### src/hw/rtl/assert_macros.svh
// ----------------------------------------------------------------------------
// assert_macros.svh
// Concurrent assertion helpers shared by the RTL. Both are empty for synthesis.
// ----------------------------------------------------------------------------
`ifndef ASSERT_MACROS_SVH
`define ASSERT_MACROS_SVH

`ifndef SYNTH
// A property must hold at every rising clock edge outside reset.
`define ASSERT_PROP(label, clk, rst_n, prop, msg) \
    label: assert property (@(posedge clk) disable iff (!rst_n) (prop)) else $error(msg);
// A condition must never be true at a rising clock edge outside reset.
`define ASSERT_NEVER(label, clk, rst_n, cond, msg) \
    label: assert property (@(posedge clk) disable iff (!rst_n) !(cond)) else $error(msg);
`else
`define ASSERT_PROP(label, clk, rst_n, prop, msg)
`define ASSERT_NEVER(label, clk, rst_n, cond, msg)
`endif

`endif

### src/hw/rtl/bsi_pkg.sv
`timescale 1ns / 1ps
// ----------------------------------------------------------------------------
// bsi_pkg
// Types and constants of the radix string-to-integer converter.
// ----------------------------------------------------------------------------
package bsi_pkg;

    // Alphabet size and derived widths
    localparam int MAX_RADIX = 16;
    localparam int DIGIT_W   = $clog2(MAX_RADIX);
    localparam int LEN_W     = 5;
    localparam int ACC_W     = 32;
    localparam int CHAR_W    = 8;
    localparam int ALPHA_W   = 64;

    // Configuration register indexes
    localparam int CFG_IDX_W = 2;
    localparam logic [CFG_IDX_W-1:0] REG_ALPHA_LOW  = 2'd0;
    localparam logic [CFG_IDX_W-1:0] REG_ALPHA_HIGH = 2'd1;
    localparam logic [CFG_IDX_W-1:0] REG_BASE_LEN   = 2'd2;

    // Character codes
    localparam logic [CHAR_W-1:0] CH_NUL   = 8'h00;
    localparam logic [CHAR_W-1:0] CH_TAB   = 8'h09;
    localparam logic [CHAR_W-1:0] CH_CR    = 8'h0D;
    localparam logic [CHAR_W-1:0] CH_SPACE = 8'h20;
    localparam logic [CHAR_W-1:0] CH_PLUS  = 8'h2B;
    localparam logic [CHAR_W-1:0] CH_MINUS = 8'h2D;

    // Queue between front and back
    localparam int Q_DEPTH = 2;
    localparam int Q_PTR_W = (Q_DEPTH > 1) ? $clog2(Q_DEPTH) : 1;
    localparam int Q_CNT_W = $clog2(Q_DEPTH + 1);

    // Input transfer
    typedef struct packed {
        logic [CHAR_W-1:0] char_code;
        logic              is_last;
    } bsi_in_t;

    // Result transfer
    typedef struct packed {
        logic signed [ACC_W-1:0] value;
        logic                    base_invalid;
    } bsi_out_t;

    // Classified byte, front to back
    typedef struct packed {
        logic               is_space;
        logic               is_plus;
        logic               is_minus;
        logic               is_digit;
        logic [DIGIT_W-1:0] digit;
        logic [LEN_W-1:0]   base_len;
        logic               is_term;
        logic               base_invalid;
    } bsi_rec_t;

endpackage

### src/hw/rtl/bsi_queue.sv
`timescale 1ns / 1ps
`include "assert_macros.svh"
// ----------------------------------------------------------------------------
// bsi_queue
// Short FIFO of classified bytes between the front and back parts.
// ----------------------------------------------------------------------------
module bsi_queue (
    input  logic              clk,
    input  logic              rst_n,
    input  logic              push,
    input  bsi_pkg::bsi_rec_t push_data,
    output logic              full,
    input  logic              pop,
    output bsi_pkg::bsi_rec_t pop_data,
    output logic              not_empty
);
    import bsi_pkg::*;

    bsi_rec_t           mem_reg [Q_DEPTH];
    logic [Q_PTR_W-1:0] wr_ptr_reg, wr_ptr_next;
    logic [Q_PTR_W-1:0] rd_ptr_reg, rd_ptr_next;
    logic [Q_CNT_W-1:0] count_reg, count_next;

    assign full      = (count_reg == Q_CNT_W'(Q_DEPTH));
    assign not_empty = (count_reg != '0);
    assign pop_data  = mem_reg[rd_ptr_reg];

    // Pointer and count update
    always_comb
    begin
        wr_ptr_next = wr_ptr_reg;
        rd_ptr_next = rd_ptr_reg;
        count_next  = count_reg;
        if (push)
        begin
            wr_ptr_next = (wr_ptr_reg == Q_PTR_W'(Q_DEPTH - 1)) ? '0 : wr_ptr_reg + 1'b1;
        end
        if (pop)
        begin
            rd_ptr_next = (rd_ptr_reg == Q_PTR_W'(Q_DEPTH - 1)) ? '0 : rd_ptr_reg + 1'b1;
        end
        if (push && !pop)
        begin
            count_next = count_reg + 1'b1;
        end
        else if (pop && !push)
        begin
            count_next = count_reg - 1'b1;
        end
    end

    always_ff @(posedge clk or negedge rst_n)
    begin
        if (!rst_n)
        begin
            wr_ptr_reg <= '0;
            rd_ptr_reg <= '0;
            count_reg  <= '0;
        end
        else
        begin
            wr_ptr_reg <= wr_ptr_next;
            rd_ptr_reg <= rd_ptr_next;
            count_reg  <= count_next;
        end
    end

    // Entry storage
    always_ff @(posedge clk)
    begin
        if (push)
        begin
            mem_reg[wr_ptr_reg] <= push_data;
        end
    end

    `ASSERT_NEVER(a_q_overfill, clk, rst_n, count_reg > Q_CNT_W'(Q_DEPTH), "queue count above depth")
    `ASSERT_NEVER(a_q_push_full, clk, rst_n, push && full, "push into full queue")
    `ASSERT_NEVER(a_q_pop_empty, clk, rst_n, pop && !not_empty, "pop from empty queue")

endmodule

### src/hw/rtl/bsi_front.sv
`timescale 1ns / 1ps
// ----------------------------------------------------------------------------
// bsi_front
// Holds the alphabet registers, checks the alphabet and classifies each byte.
// ----------------------------------------------------------------------------
module bsi_front (
    input  logic                              clk,
    input  logic                              rst_n,
    input  logic                              cfg_valid,
    output logic                              cfg_ready,
    input  logic [bsi_pkg::CFG_IDX_W-1:0]     cfg_index,
    input  logic [bsi_pkg::ALPHA_W-1:0]       cfg_data,
    input  logic                              in_valid,
    output logic                              in_stall,
    input  bsi_pkg::bsi_in_t                  in_data,
    input  logic                              q_full,
    output logic                              q_push,
    output bsi_pkg::bsi_rec_t                 q_data
);
    import bsi_pkg::*;

    logic [ALPHA_W-1:0] alpha_low_reg;
    logic [ALPHA_W-1:0] alpha_high_reg;
    logic [LEN_W-1:0]   base_len_reg;
    logic               alpha_invalid;

    logic [2*ALPHA_W-1:0] alphabet;
    logic [LEN_W-1:0]     used_len;
    logic                 hit;
    logic [DIGIT_W-1:0]   hit_idx;
    logic [CHAR_W-1:0]    c;

    assign cfg_ready = 1'b1;
    assign in_stall  = q_full;
    assign q_push    = in_valid && !q_full;
    assign alphabet  = {alpha_high_reg, alpha_low_reg};
    assign used_len  = (base_len_reg > LEN_W'(MAX_RADIX)) ? LEN_W'(MAX_RADIX) : base_len_reg;
    assign c         = in_data.char_code;

    // Configuration writes
    always_ff @(posedge clk or negedge rst_n)
    begin
        if (!rst_n)
        begin
            alpha_low_reg  <= '0;
            alpha_high_reg <= '0;
            base_len_reg   <= '0;
        end
        else if (cfg_valid && cfg_ready)
        begin
            unique case (cfg_index)
                REG_ALPHA_LOW:  alpha_low_reg  <= cfg_data;
                REG_ALPHA_HIGH: alpha_high_reg <= cfg_data;
                REG_BASE_LEN:   base_len_reg   <= cfg_data[LEN_W-1:0];
                default:        ;
            endcase
        end
    end

    // Alphabet check: length range, forbidden characters, repeats
    always_comb
    begin
        alpha_invalid = (base_len_reg < LEN_W'(2)) || (base_len_reg > LEN_W'(MAX_RADIX));
        for (int k = 0; k < MAX_RADIX; k++)
        begin
            if (LEN_W'(k) < base_len_reg)
            begin
                if (alphabet[8*k +: 8] == CH_NUL || alphabet[8*k +: 8] == CH_PLUS ||
                    alphabet[8*k +: 8] == CH_MINUS)
                begin
                    alpha_invalid = 1'b1;
                end
                for (int m = k + 1; m < MAX_RADIX; m++)
                begin
                    if (LEN_W'(m) < base_len_reg && alphabet[8*m +: 8] == alphabet[8*k +: 8])
                    begin
                        alpha_invalid = 1'b1;
                    end
                end
            end
        end
    end

    // Digit lookup, lowest matching index wins
    always_comb
    begin
        hit     = 1'b0;
        hit_idx = '0;
        for (int k = MAX_RADIX - 1; k >= 0; k--)
        begin
            if (LEN_W'(k) < used_len && alphabet[8*k +: 8] == c)
            begin
                hit     = 1'b1;
                hit_idx = DIGIT_W'(k);
            end
        end
    end

    // Classified record
    always_comb
    begin
        q_data.is_space     = (c >= CH_TAB && c <= CH_CR) || (c == CH_SPACE);
        q_data.is_plus      = (c == CH_PLUS);
        q_data.is_minus     = (c == CH_MINUS);
        q_data.is_digit     = hit && (c != CH_NUL);
        q_data.digit        = hit_idx;
        q_data.base_len     = base_len_reg;
        q_data.is_term      = (c == CH_NUL) || in_data.is_last;
        q_data.base_invalid = alpha_invalid;
    end

endmodule

### src/hw/rtl/bsi_back.sv
`timescale 1ns / 1ps
`include "assert_macros.svh"
// ----------------------------------------------------------------------------
// bsi_back
// Runs the parse phases, accumulates digits and registers the result.
// ----------------------------------------------------------------------------
module bsi_back (
    input  logic              clk,
    input  logic              rst_n,
    input  logic              q_not_empty,
    input  bsi_pkg::bsi_rec_t q_data,
    output logic              q_pop,
    output logic              out_valid,
    input  logic              out_stall,
    output bsi_pkg::bsi_out_t out_data
);
    import bsi_pkg::*;

    localparam logic [1:0] PH_SPACE = 2'd0;
    localparam logic [1:0] PH_SIGN  = 2'd1;
    localparam logic [1:0] PH_DIGIT = 2'd2;
    localparam logic [1:0] PH_STOP  = 2'd3;

    logic [1:0]       phase_reg, phase_next;
    logic             neg_reg, neg_next;
    logic [ACC_W-1:0] acc_reg, acc_next;
    logic [ACC_W-1:0] prod;
    logic             out_valid_reg;
    bsi_out_t         out_reg;
    bsi_out_t         result;
    logic             out_free;

    assign out_free  = !out_valid_reg || !out_stall;
    assign q_pop     = q_not_empty && (!q_data.is_term || out_free);
    assign out_valid = out_valid_reg;
    assign out_data  = out_reg;
    assign prod      = acc_reg * ACC_W'(q_data.base_len);

    // Phase walk for one byte
    always_comb
    begin
        phase_next = phase_reg;
        neg_next   = neg_reg;
        acc_next   = acc_reg;
        if (phase_next == PH_SPACE && !q_data.is_space)
        begin
            phase_next = PH_SIGN;
        end
        if (phase_next == PH_SIGN)
        begin
            if (q_data.is_plus || q_data.is_minus)
            begin
                neg_next = neg_reg ^ q_data.is_minus;
            end
            else
            begin
                phase_next = PH_DIGIT;
            end
        end
        if (phase_next == PH_DIGIT)
        begin
            if (!q_data.is_digit)
            begin
                phase_next = PH_STOP;
            end
            else
            begin
                acc_next = prod + ACC_W'(q_data.digit);
            end
        end
    end

    // Final value with sign, zero for an invalid alphabet
    always_comb
    begin
        result.base_invalid = q_data.base_invalid;
        if (q_data.base_invalid)
        begin
            result.value = '0;
        end
        else if (neg_next)
        begin
            result.value = $signed(-acc_next);
        end
        else
        begin
            result.value = $signed(acc_next);
        end
    end

    // Parse state
    always_ff @(posedge clk or negedge rst_n)
    begin
        if (!rst_n)
        begin
            phase_reg <= PH_SPACE;
            neg_reg   <= 1'b0;
            acc_reg   <= '0;
        end
        else if (q_pop)
        begin
            if (q_data.is_term)
            begin
                phase_reg <= PH_SPACE;
                neg_reg   <= 1'b0;
                acc_reg   <= '0;
            end
            else
            begin
                phase_reg <= phase_next;
                neg_reg   <= neg_next;
                acc_reg   <= acc_next;
            end
        end
    end

    // Output register
    always_ff @(posedge clk or negedge rst_n)
    begin
        if (!rst_n)
        begin
            out_valid_reg <= 1'b0;
        end
        else if (q_pop && q_data.is_term)
        begin
            out_valid_reg <= 1'b1;
        end
        else if (!out_stall)
        begin
            out_valid_reg <= 1'b0;
        end
    end

    always_ff @(posedge clk)
    begin
        if (q_pop && q_data.is_term)
        begin
            out_reg <= result;
        end
    end

    `ASSERT_PROP(a_term_clears, clk, rst_n, q_pop && q_data.is_term |=> phase_reg == PH_SPACE && !neg_reg && acc_reg == '0, "state not cleared after terminator")
    `ASSERT_PROP(a_invalid_zero, clk, rst_n, out_valid_reg && out_reg.base_invalid |-> out_reg.value == '0, "invalid alphabet with nonzero value")
    `ASSERT_PROP(a_stop_holds, clk, rst_n, q_pop && !q_data.is_term && phase_reg == PH_STOP |=> $stable(acc_reg), "accumulator moved after stop")

endmodule

### src/hw/rtl/base_string_to_integer_unit.sv
`timescale 1ns / 1ps
// ----------------------------------------------------------------------------
// base_string_to_integer_unit
// Radix string-to-integer converter with a configurable digit alphabet.
// ----------------------------------------------------------------------------
// Usage:
//   in_*   : one string byte per transfer (char_code, is_last). A transfer
//            with char_code 0 or is_last 1 ends the string.
//   out_*  : one result per string (value, base_invalid), on its last byte.
//   cfg_*  : register writes (0 alphabet_low, 1 alphabet_high, 2 base_length),
//            always ready; write only while no string is in progress.
// Throughput is one byte per cycle unless in_stall or a stalled result holds
// it: the front compares the byte against all sixteen alphabet characters at
// once and the back does one 32x5 multiply-add per cycle. A two-entry queue
// sits between them. The last byte passes through the queue entry and then
// the output register before its result is presented on out_valid.
// A stalled result holds in the output register; the back keeps consuming
// non-final bytes and stops only at the next final byte, and once the queue
// fills in_stall rises. Reset clears the alphabet registers, the parse state
// and the queue; no clearing pass is needed.
// ----------------------------------------------------------------------------
module base_string_to_integer_unit (
    input  logic                          clk,
    input  logic                          rst_n,
    input  logic                          cfg_valid,
    output logic                          cfg_ready,
    input  logic [bsi_pkg::CFG_IDX_W-1:0] cfg_index,
    input  logic [bsi_pkg::ALPHA_W-1:0]   cfg_data,
    input  logic                          in_valid,
    output logic                          in_stall,
    input  bsi_pkg::bsi_in_t              in_data,
    output logic                          out_valid,
    input  logic                          out_stall,
    output bsi_pkg::bsi_out_t             out_data
);
    import bsi_pkg::*;

    logic     q_push;
    logic     q_full;
    logic     q_pop;
    logic     q_not_empty;
    bsi_rec_t q_wdata;
    bsi_rec_t q_rdata;

    bsi_front u_front (
        .clk       (clk),
        .rst_n     (rst_n),
        .cfg_valid (cfg_valid),
        .cfg_ready (cfg_ready),
        .cfg_index (cfg_index),
        .cfg_data  (cfg_data),
        .in_valid  (in_valid),
        .in_stall  (in_stall),
        .in_data   (in_data),
        .q_full    (q_full),
        .q_push    (q_push),
        .q_data    (q_wdata)
    );

    bsi_queue u_queue (
        .clk       (clk),
        .rst_n     (rst_n),
        .push      (q_push),
        .push_data (q_wdata),
        .full      (q_full),
        .pop       (q_pop),
        .pop_data  (q_rdata),
        .not_empty (q_not_empty)
    );

    bsi_back u_back (
        .clk         (clk),
        .rst_n       (rst_n),
        .q_not_empty (q_not_empty),
        .q_data      (q_rdata),
        .q_pop       (q_pop),
        .out_valid   (out_valid),
        .out_stall   (out_stall),
        .out_data    (out_data)
    );

endmodule

### config.mk
export PLATFORM = sky130hd
export DESIGN_NAME = base_string_to_integer_unit
export DESIGN_NICKNAME = d
export VERILOG_FILES = /design/src/hw/rtl/bsi_pkg.sv /design/src/hw/rtl/bsi_queue.sv /design/src/hw/rtl/bsi_front.sv /design/src/hw/rtl/bsi_back.sv /design/src/hw/rtl/base_string_to_integer_unit.sv
export VERILOG_INCLUDE_DIRS = /design/src /design/src/hw/rtl
export SDC_FILE = /design/constraint.sdc
export NUM_CORES = 2
export LEC_CHECK = 0
export BUFFER_PORTS_ARGS = -buffer_cell sky130_fd_sc_hd__clkbuf_2
export CORE_AREA = 4 4 298 300
export CTS_CLUSTER_DIAMETER = 200
export DETAILED_ROUTE_END_ITERATION = 16
export DIE_AREA = 0 0 302 304
export MAX_ROUTING_LAYER = met4
export RECOVER_POWER = 25
export SLEW_MARGIN = 20
export SYNTH_ARGS = -nofsm -noshare
export SYNTH_HDL_FRONTEND = slang
export SYNTH_SLANG_ARGS = --single-unit
### constraint.sdc
create_clock -name clk -period 8.15 [get_ports clk]
set_input_delay 0.4075 -clock clk [delete_from_list [all_inputs] [get_ports clk]]
set_output_delay 0.4075 -clock clk [all_outputs]
set_load 0.02 [all_outputs]
==> summary.md <==
| Metric | Value |
|---|---|
| H-tree depth | 1 |
| Nets | 3505 |
| Worst Hold Depth | 2 |
| Crit. End Element | flip-flop |
| Cells after Synth | 3320 |
| Initial core utilization | 33.84% |
| Finished Layout Cells | 4458 |
| Hold Buf Count CTS | 3 |
| Dpl hpwl | 71640 µm |
| Final Slew Violations | 281 |
| Failing checks | max-capacitance violations, max-slew violations |
| CP max FO | 30 |
| CTS clk-pin slew, worst paths | 0.06 ns |
| Detail Route Antenna Nets | 0 |
| TritonCTS Buffers | 31 |
| Fin crit share | 81.62% |
| WP data required | 8.47 ns |
| WL final | 108300 µm |
| Resize count post-CTS | 0 |
| Worst Hold End | u_front.alpha_low_reg[12] |
| Post-route DRC violation count | 0 |
| Pwr Density | 280.2 nW/µm² |
| Setup tns final | 0 ns |
| Worst Setup Path Type | reg2reg |
| Net Sw Power | 4.386 mW |
| Endpoints failing setup | 0 |
| Fmax achieved | 150.3 MHz |
| Ports | 116 |
| Unrepaired setup endpoints after global routing | false |
| Final Skew | 0.02571 ns |
| Antenna violations before repair | 3 |
| Netlist cell types | 83 |
| Worst path arrival time | 6.98 ns |
| Area grow syn2layout | 10.35% |
| CTS tree | done |
| Combinational power share | 62.3% |
| Wire length per cell | 24.28 µm |
| Clock latency on the worst-skew pair | 0.62 ns |
| MaxCap Viol Count | 7 |
| Via density per instance | 5.734 |
| Synth area leaders | xnor2_1, dfrtp_1, xor2_1 |
| Clock Power Share | 16.2% |
| Placed Cells incl. Taps | 4393 |
| CP startpoint kind | flip-flop |
| Clock Tree Buf Depth | 3 |
| GRT overflow | 0 |
| Most frequently used flop master after synthesis | dfrtp_1 |
| Share of layout cells above drive strength 1 | 14.70% |
| Synth area leader | xnor2_1 |
| Setup bufs post-CTS | 0 |
| Leakage | 11.71 nW |
| Syn nets | 3550 |
| Final worst path period need | 6.652 ns |
| FF-to-FF End | u_back.out_data[30] |
| Most frequent cells after synthesis | xnor2_1, xor2_1, clkbuf_1, nand4_1, dfrtp_1 |
| EDFF count, synth | 63 |
| FF-to-FF path depth | 18 |
| Worst VDD drop | 178.3 µV |
| Worst R2R Start | u_queue.rd_ptr_reg |
| Placer congestion estimate | 1.014 |
| Die area | 91810 µm² |
| Async set or reset register ratio after synthesis | 73.31% |
| DR vias | 25560 |
| Die W | 302 µm |
| Area share of the largest cell type after synthesis | 23.87% |
| Slew of the pin with the lowest slew margin | 4.195 ns |
| Worst min path class | in2reg |
| Seq pwr share | 21.5% |
| Row Count | 108 |
| 1st-iter DRT viols | 2529 |
| Port Buffers | 114 |
| Hold Path Origin | cfg_data[12] |
| Die Span Y | 304 µm |
| Synth Register Bits | 236 |
| Core ar. | 86210 µm² |
| Largest net degree at the start of global routing | 69 |
| 1st-pass router iterations | 6 |
| Synth Cell Area | 29170 µm² |
| Clock root buffer | clkbuf_16 |
| CTS sink cnt | 236 |
| Sequential area share after synthesis | 21.32% |
| First-pass GRT wire length | 163500 µm |
| Count leader, synth | xnor2_1 |
| Status | finished, violations left |
| Total Routing Usage GR | 23.68% |
| Final Hold Viols | 0 |
| Rel. slew slack | -179.7% |
| Vias in the first global route | 25260 |
| P_int | 4.634 mW |
| Total number of yosys warnings | 0 |
| Sw frac | 48.62% |
| Flop2flop setup slack | 1.50 ns |
| Synth Area per Inst | 8.787 µm² |
==> kinds of logic after synthesis <==
group,after synthesis,synth area share (%)
buffers and inverters,463,6.073
XOR/XNOR,1157,34.74
other,1,0.01285
flip-flops,236,21.32
adder cells (fa/ha/maj),150,8.646
multiplexers,158,6.034
AO/OA/AOI/OAI,304,7.081
AND/OR/NAND/NOR,851,16.09
==> per-stage QoR <==
step | setup WS [ns] | total power, mW | utilization (%) | instance area, µm² | hold WS (ns)
after floorplan | 2.022 | 5.873 | - | 29170 | 0.1119
final | 1.498 | 9.020 | 37.34 | 32190 | 0.03320
after detailed placement | 1.538 | 7.445 | 36.04 | 31070 | 0.4339
after global placement | 1.686 | 7.358 | 36.04 | 31070 | 0.4320
after global routing | 0.9365 | 9.523 | 37.34 | 32190 | 0.02005
after CTS | 1.526 | 8.951 | 37.34 | 32190 | 0.001280
==> routing by layer <==
layer	share of wire [%]	GRT usage, %
met1	40	29.64
met2	45	36.96
met3	8.9	3.817
met4	6.8	12.03
met5	0	-
==> worst max path at each step <==
stage / slack [ns] / to / from
global placement: 1.69 / u_back.out_data[30] / u_queue.rd_ptr_reg
floorplan: 2.02 / u_back.out_data[30] / u_queue.rd_ptr_reg
detailed placement: 1.54 / u_back.out_data[30] / u_queue.rd_ptr_reg
CTS: 1.53 / u_back.out_data[30] / u_queue.rd_ptr_reg
finish: 1.50 / u_back.out_data[30] / u_queue.rd_ptr_reg
global route: 0.94 / u_back.out_data[30] / u_queue.rd_ptr_reg
==> worst max-delay path, cell delays in order (launching register included) <==
cell and delay, ns:
dfrtp_1 0.65, mux2_2 0.67, nand2_1 0.17, fa_1 0.51, fa_1 0.49, inv_1 0.05, fa_1 0.43, ha_1 0.45
o211ai_1 0.15, a21oi_2 0.23, nor2_1 0.07, or4_1 0.54, a21oi_2 0.30, mux2i_1 0.28, nand3b_1 0.15, nor4_2 0.70
a41oi_1 0.27, xnor2_1 0.20, nor2_1 0.05
==> layout by cell type, fill, tap and decap left out, types with 86 or more instances in the layout <==
cell type / Yosys / final
nor4_1: 113 / 113
dfrtp_1: 173 / 170
fa_1: 86 / 86
xnor2_1: 795 / 794
nor2_1: 96 / 94
nand2_1: 155 / 155
mux2_2: 142 / 142
xor2_1: 362 / 362
clkbuf_2: 0 / 110
buf_4: 1 / 149
inv_1: 112 / 112
nand4_1: 193 / 193
==> final cells by class <==
class	count	area, µm²
tap	1155	1445
fill	8833	54020
inverter	113	424.2
multi-input combinational	2621	21240
antenna	4	10.01
clock buffer	43	880.8
timing repair buffer	272	1760
sequential	236	6225
clock inverter	14	207.7
==> power by group through the flow <==
stage                     Combinational [mW]  Clock [mW]  Sequential (mW)
after detailed placement                5.50           0             1.94
after CTS                               5.53        1.50             1.92
after global placement                  5.42           0             1.94
after floorplan                         4.08           0             1.79
after global routing                    6.01        1.55             1.96
final                                   5.62        1.46             1.94
Note: power is estimated with default switching activity, not from simulation.
